## config.mk

```make
export PLATFORM = sky130hd
export DESIGN_NAME = sensor_frame_codec
export DESIGN_NICKNAME = d
export VERILOG_FILES = /design/src/hw/rtl/sfc_pkg.sv /design/src/hw/rtl/sfc_rx_check.sv /design/src/hw/rtl/sfc_tx_frame.sv /design/src/hw/rtl/sensor_frame_codec.sv
export SDC_FILE = /design/constraint.sdc
export NUM_CORES = 1
export LEC_CHECK = 0
export ABC_AREA = 1
export BUFFER_PORTS_ARGS = -buffer_cell sky130_fd_sc_hd__buf_2
export CORE_AREA = 10 10 125 127
export CTS_CLUSTER_SIZE = 20
export DETAILED_ROUTE_END_ITERATION = 8
export DIE_AREA = 0 0 135 137
export GPL_ROUTABILITY_DRIVEN = 0
export PLACE_DENSITY = 0.85
export SLEW_MARGIN = 20
export SYNTH_ARGS = -nofsm -noshare
export SYNTH_HDL_FRONTEND = slang
export SYNTH_HIERARCHICAL = 1
export SYNTH_SLANG_ARGS = --single-unit
```

## constraint.sdc

```tcl
create_clock -name i_clk -period 7.9 [get_ports i_clk]
set_input_delay 0.79 -clock i_clk [delete_from_list [all_inputs] [get_ports i_clk]]
set_output_delay 0.79 -clock i_clk [all_outputs]
set_load 0.1 [all_outputs]
```

## src/hw/rtl/sfc_pkg.sv

```systemverilog
// shared types and constants of the sensor frame codec
package sfc_pkg;

    localparam logic [7:0] FRAME_HDR0  = 8'hFF;
    localparam logic [7:0] FRAME_HDR1  = 8'h01;
    localparam logic [8:0] TEMP_OFFSET = 9'd40;

    // index of the checksum byte, the last byte of a frame
    localparam logic [3:0] LAST_POS = 4'd8;

    localparam logic CMD_SEND = 1'b0;
    localparam logic CMD_RECV = 1'b1;

    localparam logic KIND_TX      = 1'b0;
    localparam logic KIND_VERDICT = 1'b1;

    localparam logic [1:0] ST_OK       = 2'd0;
    localparam logic [1:0] ST_BAD_HDR  = 2'd1;
    localparam logic [1:0] ST_BAD_ECHO = 2'd2;
    localparam logic [1:0] ST_BAD_SUM  = 2'd3;

    typedef struct packed {
        logic              hit;
        logic [1:0]        status;
        logic [15:0]       co2_ppm;
        logic signed [8:0] temperature_c;
    } t_rx_verdict;

    typedef struct packed {
        logic       busy;
        logic [7:0] tx_byte;
        logic       last;
    } t_tx_beat;

endpackage

```

## src/hw/rtl/sfc_rx_check.sv

```systemverilog
// response side: tracks received bytes and forms the verdict on the last one
module sfc_rx_check (
    input  logic                 i_clk,
    input  logic                 i_rst_n,
    input  logic                 i_send,
    input  logic [7:0]           i_cmd_code,
    input  logic                 i_rx,
    input  logic [7:0]           i_rx_byte,
    output sfc_pkg::t_rx_verdict o_verdict
);

    logic [7:0]  r_last_cmd;
    logic [3:0]  r_pos;
    logic [7:0]  r_sum;
    logic        r_hdr_good;
    logic        r_echo_good;
    logic [15:0] r_co2;
    logic [7:0]  r_temp_byte;

    logic [7:0]  n_sum;
    logic [8:0]  temp_raw;
    logic        at_end;

    assign at_end   = (r_pos >= sfc_pkg::LAST_POS);
    assign n_sum    = r_sum + i_rx_byte;
    assign temp_raw = {1'b0, r_temp_byte} - sfc_pkg::TEMP_OFFSET;

    always_comb begin
        o_verdict = '0;
        o_verdict.hit = i_rx && at_end;
        // header first, then echo, then checksum
        priority if (!r_hdr_good) begin
            o_verdict.status = sfc_pkg::ST_BAD_HDR;
        end else if (!r_echo_good) begin
            o_verdict.status = sfc_pkg::ST_BAD_ECHO;
        end else if (i_rx_byte != (8'd0 - r_sum)) begin
            o_verdict.status = sfc_pkg::ST_BAD_SUM;
        end else begin
            o_verdict.status = sfc_pkg::ST_OK;
        end
        if (o_verdict.status == sfc_pkg::ST_OK) begin
            o_verdict.co2_ppm       = r_co2;
            o_verdict.temperature_c = $signed(temp_raw);
        end
    end

    always_ff @(posedge i_clk) begin
        if (!i_rst_n) begin
            r_last_cmd  <= '0;
            r_pos       <= '0;
            r_sum       <= '0;
            r_hdr_good  <= 1'b0;
            r_echo_good <= 1'b0;
            r_co2       <= '0;
            r_temp_byte <= '0;
        end else if (i_send) begin
            // a new request drops any partial response
            r_last_cmd <= i_cmd_code;
            r_pos      <= '0;
            r_sum      <= '0;
        end else if (i_rx) begin
            if (r_pos == 4'd0) begin
                r_hdr_good <= (i_rx_byte == sfc_pkg::FRAME_HDR0);
                r_sum      <= '0;
                r_pos      <= 4'd1;
            end else if (!at_end) begin
                unique case (r_pos)
                    4'd1:    r_echo_good      <= (i_rx_byte == r_last_cmd);
                    4'd2:    r_co2[15:8]      <= i_rx_byte;
                    4'd3:    r_co2[7:0]       <= i_rx_byte;
                    4'd4:    r_temp_byte      <= i_rx_byte;
                    default: ;
                endcase
                r_sum <= n_sum;
                r_pos <= r_pos + 4'd1;
            end else begin
                r_pos <= '0;
            end
        end
    end

endmodule

```

## src/hw/rtl/sfc_tx_frame.sv

```systemverilog
// request side: builds a frame and shifts its bytes after the header out
module sfc_tx_frame (
    input  logic              i_clk,
    input  logic              i_rst_n,
    input  logic              i_load,
    input  logic [7:0]        i_cmd_code,
    input  logic [7:0]        i_arg_b3,
    input  logic [7:0]        i_arg_b4,
    input  logic [7:0]        i_arg_b5,
    input  logic [7:0]        i_arg_b6,
    input  logic [7:0]        i_arg_b7,
    input  logic              i_advance,
    output sfc_pkg::t_tx_beat o_beat
);

    // frame bytes 1 to 8, byte 0 goes straight to the output register
    logic [7:0] r_shift [0:7];
    logic [3:0] r_left;
    logic       r_busy;

    logic [7:0] sum;
    logic [7:0] chk;

    assign sum = sfc_pkg::FRAME_HDR1 + i_cmd_code + i_arg_b3 + i_arg_b4
               + i_arg_b5 + i_arg_b6 + i_arg_b7;
    assign chk = 8'd0 - sum;

    assign o_beat.busy    = r_busy;
    assign o_beat.tx_byte = r_shift[0];
    assign o_beat.last    = (r_left == 4'd1);

    always_ff @(posedge i_clk) begin
        if (i_load) begin
            r_shift[0] <= sfc_pkg::FRAME_HDR1;
            r_shift[1] <= i_cmd_code;
            r_shift[2] <= i_arg_b3;
            r_shift[3] <= i_arg_b4;
            r_shift[4] <= i_arg_b5;
            r_shift[5] <= i_arg_b6;
            r_shift[6] <= i_arg_b7;
            r_shift[7] <= chk;
        end else if (i_advance) begin
            for (int k = 0; k < 7; k++) begin
                r_shift[k] <= r_shift[k + 1];
            end
            r_shift[7] <= '0;
        end
    end

    always_ff @(posedge i_clk) begin
        if (!i_rst_n) begin
            r_busy <= 1'b0;
            r_left <= '0;
        end else if (i_load) begin
            r_busy <= 1'b1;
            r_left <= sfc_pkg::LAST_POS;
        end else if (i_advance && r_busy) begin
            r_left <= r_left - 4'd1;
            if (r_left == 4'd1) begin
                r_busy <= 1'b0;
            end
        end
    end

endmodule

```

## src/hw/rtl/sensor_frame_codec.sv

```systemverilog
// top level of the sensor frame codec
// a receive item is accepted every o_ready cycle; its verdict, if any, shows next cycle
// a send item shows its header byte in the next cycle and holds the input until all
// nine beats reach the single output register, one per cycle unless the output stalls
// i_rst_n, synchronous and active low, clears o_valid and frame state but the shifter
module sensor_frame_codec (
    input  logic              i_clk,
    input  logic              i_rst_n,
    input  logic              i_valid,
    output logic              o_ready,
    input  logic              i_command,
    input  logic [7:0]        i_cmd_code,
    input  logic [7:0]        i_arg_b3,
    input  logic [7:0]        i_arg_b4,
    input  logic [7:0]        i_arg_b5,
    input  logic [7:0]        i_arg_b6,
    input  logic [7:0]        i_arg_b7,
    input  logic [7:0]        i_rx_byte,
    output logic              o_valid,
    input  logic              i_ready,
    output logic              o_kind,
    output logic [7:0]        o_tx_byte,
    output logic              o_last,
    output logic [1:0]        o_status,
    output logic [15:0]       o_co2_ppm,
    output logic signed [8:0] o_temperature_c
);

    sfc_pkg::t_rx_verdict verdict;
    sfc_pkg::t_tx_beat    beat;

    logic slot_free;
    logic accept;
    logic send;
    logic recv;
    logic tx_adv;

    logic              r_valid;
    logic              r_kind;
    logic [7:0]        r_tx_byte;
    logic              r_last;
    logic [1:0]        r_status;
    logic [15:0]       r_co2;
    logic signed [8:0] r_temp;

    logic              n_valid;
    logic              n_kind;
    logic [7:0]        n_tx_byte;
    logic              n_last;
    logic [1:0]        n_status;
    logic [15:0]       n_co2;
    logic signed [8:0] n_temp;

    assign slot_free = !r_valid || i_ready;
    assign o_ready   = slot_free && !beat.busy;
    assign accept    = i_valid && o_ready;
    assign send      = accept && (i_command == sfc_pkg::CMD_SEND);
    assign recv      = accept && (i_command == sfc_pkg::CMD_RECV);
    assign tx_adv    = slot_free && beat.busy;

    sfc_rx_check u_rx (
        .i_clk      (i_clk),
        .i_rst_n    (i_rst_n),
        .i_send     (send),
        .i_cmd_code (i_cmd_code),
        .i_rx       (recv),
        .i_rx_byte  (i_rx_byte),
        .o_verdict  (verdict)
    );

    sfc_tx_frame u_tx (
        .i_clk      (i_clk),
        .i_rst_n    (i_rst_n),
        .i_load     (send),
        .i_cmd_code (i_cmd_code),
        .i_arg_b3   (i_arg_b3),
        .i_arg_b4   (i_arg_b4),
        .i_arg_b5   (i_arg_b5),
        .i_arg_b6   (i_arg_b6),
        .i_arg_b7   (i_arg_b7),
        .i_advance  (tx_adv),
        .o_beat     (beat)
    );

    always_comb begin
        n_valid   = r_valid && !i_ready;
        n_kind    = r_kind;
        n_tx_byte = r_tx_byte;
        n_last    = r_last;
        n_status  = r_status;
        n_co2     = r_co2;
        n_temp    = r_temp;
        priority if (send) begin
            n_valid   = 1'b1;
            n_kind    = sfc_pkg::KIND_TX;
            n_tx_byte = sfc_pkg::FRAME_HDR0;
            n_last    = 1'b0;
            n_status  = sfc_pkg::ST_OK;
            n_co2     = '0;
            n_temp    = '0;
        end else if (recv && verdict.hit) begin
            n_valid   = 1'b1;
            n_kind    = sfc_pkg::KIND_VERDICT;
            n_tx_byte = '0;
            n_last    = 1'b1;
            n_status  = verdict.status;
            n_co2     = verdict.co2_ppm;
            n_temp    = verdict.temperature_c;
        end else if (tx_adv) begin
            n_valid   = 1'b1;
            n_kind    = sfc_pkg::KIND_TX;
            n_tx_byte = beat.tx_byte;
            n_last    = beat.last;
            n_status  = sfc_pkg::ST_OK;
            n_co2     = '0;
            n_temp    = '0;
        end else begin
        end
    end

    always_ff @(posedge i_clk) begin
        if (!i_rst_n) begin
            r_valid <= 1'b0;
        end else begin
            r_valid <= n_valid;
        end
    end

    always_ff @(posedge i_clk) begin
        r_kind    <= n_kind;
        r_tx_byte <= n_tx_byte;
        r_last    <= n_last;
        r_status  <= n_status;
        r_co2     <= n_co2;
        r_temp    <= n_temp;
    end

    assign o_valid         = r_valid;
    assign o_kind          = r_kind;
    assign o_tx_byte       = r_tx_byte;
    assign o_last          = r_last;
    assign o_status        = r_status;
    assign o_co2_ppm       = r_co2;
    assign o_temperature_c = r_temp;

endmodule

```

-- Word level (Yosys, flattened, before mapping)
Memory sizes are Yosys's and may differ from the RTL's.
Index checks and enable logic that the tools add are counted.
- register bits: 89
- bits in writable memories: 64
- input bits: 61
- output and inout bits: 39
- logic and storage cells: 121
- memories kept: 1
- memory list (memory ; depth ; width ; rd ports ; clocked after Yosys merged registers in ; write ports ; RTL line ; RTL):
    u_tx.r_shift ; 8 ; 8 ; 8 ; 0 ; 8 ; sfc_tx_frame.sv:17 ; logic [7:0] r_shift [0:7];
- add/subtract/negate cells: 12
- $lt $le $gt $ge: 1
- equal/unequal tests: 9
- muxes and demuxes: 41
- bitwise operators: 13
- reduce and logical (&&, ||, !) cells: 26
- operator list (operator ; number):
    $mux W8 ; 12
    $add A8 B8 Y8 ; 6
    $mux W16 ; 2
    $mux W25 ; 1
    $reduce_and A5 Y1 ; 4
    $mux W9 ; 2
    $mux W4 ; 4
    $sub A1 B8 Y8 const A ; 2
    $mux W1 ; 15
    $mux W2 ; 5
    $logic_and A1 B1 Y1 ; 9
    $sub A8 B6 Y9 const B ; 1
    $add A1 B8 Y8 const A ; 1
    $eq A4 B1 Y1 const B ; 2
    $eq A4 B2 Y1 const B ; 2
    $eq A8 B8 Y1 ; 1
    $eq A8 B8 Y1 const B ; 1
    $ne A8 B8 Y1 ; 1
    $or A1 B1 Y1 ; 8
    $reduce_bool A2 Y1 ; 3
    $not A1 Y1 ; 5
    $add A4 B1 Y4 const B ; 1
    $eq A4 B3 Y1 const B ; 1
    $ge A4 B4 Y1 const B ; 1
    other kinds (9) ; 12

-- Depth between registers and ports, before layout
- depth after elaboration: 9
- mapped depth: 16
- gate-level depth less buffers: 16

-- Hierarchy
Netlist, hierarchy kept.
- modules (own cells, without submodules) (module ; instances ; cells an instance ; area an instance (µm²)):
    sfc_tx_frame ; 1 ; 424 ; 4041.4
    sfc_rx_check ; 1 ; 383 ; 2665.1
    sensor_frame_codec ; 1 ; 177 ; 1453.9

-- Worst setup path before layout
No wires, ideal clock.
- kind: input port to flip-flop
- from: in i_ready
- to: mem u_tx.r_shift[0][0], enable pin
- setup time: 0.424 ns
- arrival: 4.265 ns
- data required time: 7.476 ns
- slack: 3.211 ns
- cell stages on the path: 8
- cell sequence: inv_1 a21oi_2 nand3_2 inv_2 buf_2 inv_1 buf_2 nand2_1
- RTL lines (item ; RTL line ; RTL):
    from (decl) ; sensor_frame_codec.sv:20 ; input logic i_ready,
    to (decl) ; sfc_tx_frame.sv:17 ;

==> metrics.md <==
| Metric | Value |
|---|---|
| Status | finished clean |
| Crit end category | register |
| #FFs+latches synth | 153 |
| Worst EP required | 8.08 ns |
| Post-Synthesis Cells | 984 |
| # DRC | 0 |
| Final setup fails | 0 |
| Worst Setup Path Type | in -> reg |
| Final worst path period need | 3.58 ns |
| Die area | 18,500 sq um |
| Number of buffers added on ports | 99 |
| Setup bufs post-CTS | 0 |
| Largest net degree at the start of global routing | 68 |
| Max cap viols | 0 |
| Max Slew Vio Count | 0 |
| Resize count post-CTS | 0 |
| Crit share post-route | 0.453 |
| Post-synthesis sequential area ratio | 0.454 |
| Register Area | 3700 sq um |
| Syn-to-layout area delta | 12.5% |
| Met1 wire length | 8220 um |
| Detailed-route via count | 6,631 |
| Slowest stage delay, CP | 0.53 ns |
| Slowest-stage cell, CP | fa_1 |
| First-pass GRT wire length | 29,400 um |
| Core Region | 13,100 sq um |
| Initial Util | 0.624 |
| Leak Pwr | 0.00413 uW |
| Area of the multi-input gates | 3620 sq um |
| Row Count | 42 |
| Slew margin rel. | 0.400 |
| Worst skew pair latency | 0.43 ns |
| I/O pins | 100 |
| Ys async rst share | 0 |
| CTS tree | yes |
| Ys flop type | dfxtp_1 |
| Root buffer cell | clkbuf_16 |
| Die Height | 137 um |
| Drt total wl | 18,000 um |
| Congestion Overflow GR | 0 |
| DPL Wire Length | 12,500 um |
| Mapped Area | 8160 sq um |
| Vias in the first global route | 6,253 |
| Crit path max fanout | 3 |
| Number of synthesized flops with an enable pin | 64 |
| Max Freq | 280 MHz |
| Uppermost layer routed | met4 |
| Final Hold Fails | 0 |
| HP Class | reg -> reg |
| Ant. Diodes | 0 |
| Setup_tns | 0 ns |
| CTS sink cnt | 153 |
| H-tree Lvls | 4 |
| R2R depth | 10 |
| Initial DRC count | 515 |
| Fillers | 1,002 |
| RSZ-0062 raised after global routing | no |
| Hold-fix buffer count after cts | 0 |
| Met2 WL | 8220 um |
| Worst-path clk slew | 0.06 ns |
| Number of clock buffers inserted by TritonCTS | 17 |
| Critical Path Stages | 16 |
| Worst path top cell family by delay | adder cells |
| Post-Syn Area per Cell | 8.29 sq um |
| Layout cell share with drive strength beyond 1 | 0.158 |
| Worst Hold Slack | 0.461 ns |
| CP dominant cell by count | nand2_1 |
| CP startpoint kind | input pin |
| Slew @ Worst Pin | 0.897 ns |
| Count of different cell masters after synthesis | 40 |
| GR Util All Layers | 0.195 |
| PwrDens | 236 nW/um^2 |
| Die W | 135 um |
| WL/cell | 14.4 um |
| Bufs and invs on worst path | 4 |
| Synth warnings | 6 |
| Critical path arrival | 3.75 ns |
| Final ANT Viol Nets | 0 |
| Clk buf depth | 2 |
| Clock Skew | 0.0108 ns |
| Worst vdd rail ir drop | 165 uV |
| Routed wl met3 | 1340 um |
| Synthesized Nets | 1,095 |
| First-pass iteration count of the detailed router | 5 |
| Number of vias per cell | 5.30 |
| Hold path depth | 2 |
| Initial antenna violation count | 0 |
| Crit-path cells | buf_2 -> inv_1 -> fa_1 -> fa_1 -> inv_1 -> fa_1 -> inv_1 -> fa_1 -> nand3_1 -> nand2_1 -> nand2_1 -> nand2_1 -> a21oi_1 -> nand2_1 -> nand2_1 -> nor2_1 |
| Post-layout nets | 1,174 |
cell type report:
type | instances | share of cell area
Multi-Input combinational cell | 639 | 0.394
Clock buffer | 20 | 0.0499
Timing Repair Buffer | 104 | 0.0581
Tap cell | 176 | 0.0240
Clock inverter | 12 | 0.00995
Sequential cell | 153 | 0.404
Inverter | 148 | 0.0605
per-layer routing:
metal,vias to the layer above,global-route usage
met1,3088,0.251
li1,3304,-
met3,22,0.0663
met4,0,0.0550
met5,-,0
met2,217,0.307
where the power goes:
group | internal (uW) | switching [uW] | leakage [uW]
combinational | 156 | 343 | 0.00252
clock | 423 | 329 | 0.000275
sequential | 890 | 20.9 | 0.00133
path summary, 6_finish.rpt:
kind | startpoint | end | slack (ns)
max | i_cmd_code[1] | u_tx/r_shift[1][30] | 4.32
min | u_rx/r_temp_byte[1] | u_rx/r_temp_byte[1] | 0.46
max reg2reg | u_tx/r_busy | u_rx/r_co2[4] | 5.34
min reg2reg | u_rx/r_temp_byte[1] | u_rx/r_temp_byte[1] | 0.46
per-stage QoR:
stage               total power [uW]  cells  cell area [sq um]  setup slack, ns   util
CTS                             2170   1252               9180             4.36  0.701
global placement                1400   1220               8630             3.97  0.659
global route                    2270   1252               9180             4.17  0.701
finish                          2160   1252               9180             4.32  0.701
floorplan                       1310    984               8160             3.21      -
detailed placement              1420   1220               8630             3.94  0.659
cell usage after synthesis, types with 3 or more instances:
master | number | area (sq um)
nand2_1 | 214 | 803
inv_1 | 144 | 541
dfxtp_1 | 89 | 1780
o21ai_0 | 79 | 395
a21oi_1 | 78 | 390
nor2_1 | 76 | 285
nand3_1 | 72 | 360
edfxtp_1 | 64 | 1920
fa_1 | 27 | 541
ha_1 | 23 | 288
buf_4 | 16 | 120
buf_2 | 12 | 60.1
nor2_2 | 12 | 75.1
xnor2_1 | 12 | 105
clkbuf_1 | 8 | 30.0
buf_6 | 7 | 78.8
nand2_2 | 7 | 43.8
nand4_1 | 6 | 37.5
xor2_1 | 6 | 52.6
a31oi_1 | 3 | 18.8
inv_2 | 3 | 11.3
cell families (layout without fill, tap and decap cells):
group / Yosys count / in the layout / synth area share
DFF: 153 / 153 / 0.454
xor gates and xnor gates: 18 / 18 / 0.0193
buffers and inverters: 192 / 284 / 0.104
adders and majority gates: 50 / 50 / 0.102
AOI/OAI and AO/OA: 173 / 173 / 0.111
and+or+nand+nor: 398 / 398 / 0.210
cell usage in the layout (no fill, tap or decap), types with 4 or more instances in the layout:
master     count
nand3_1       72
nor2_1        76
o21ai_0       79
nor2_2        11
xor2_1         6
edfxtp_1      64
ha_1          23
a21oi_1       78
dfxtp_1       89
fa_1          27
xnor2_1       12
nand4_1        6
nand2_2        8
buf_2         99
clkbuf_16     17
clkinv_4       4
buf_4          5
inv_1        144
nand2_1      213
registers in the layout, summed over array words and instances (netlist names), 2 cells and up:
signal,flops
o_co2_ppm,16
o_status,2
o_temperature_c,9
o_tx_byte,8
u_rx/r_co2,16
u_rx/r_last_cmd,8
u_rx/r_pos,4
u_rx/r_sum,8
u_rx/r_temp_byte,8
u_tx/r_left,4
u_tx/r_shift,64
tightest hold or removal path, stage by stage, from the launching register on:
cell     delay, ns
dfxtp_1       0.29
inv_1         0.06
a21oi_1       0.06
No activity file was read; power rests on OpenSTA's default activity.
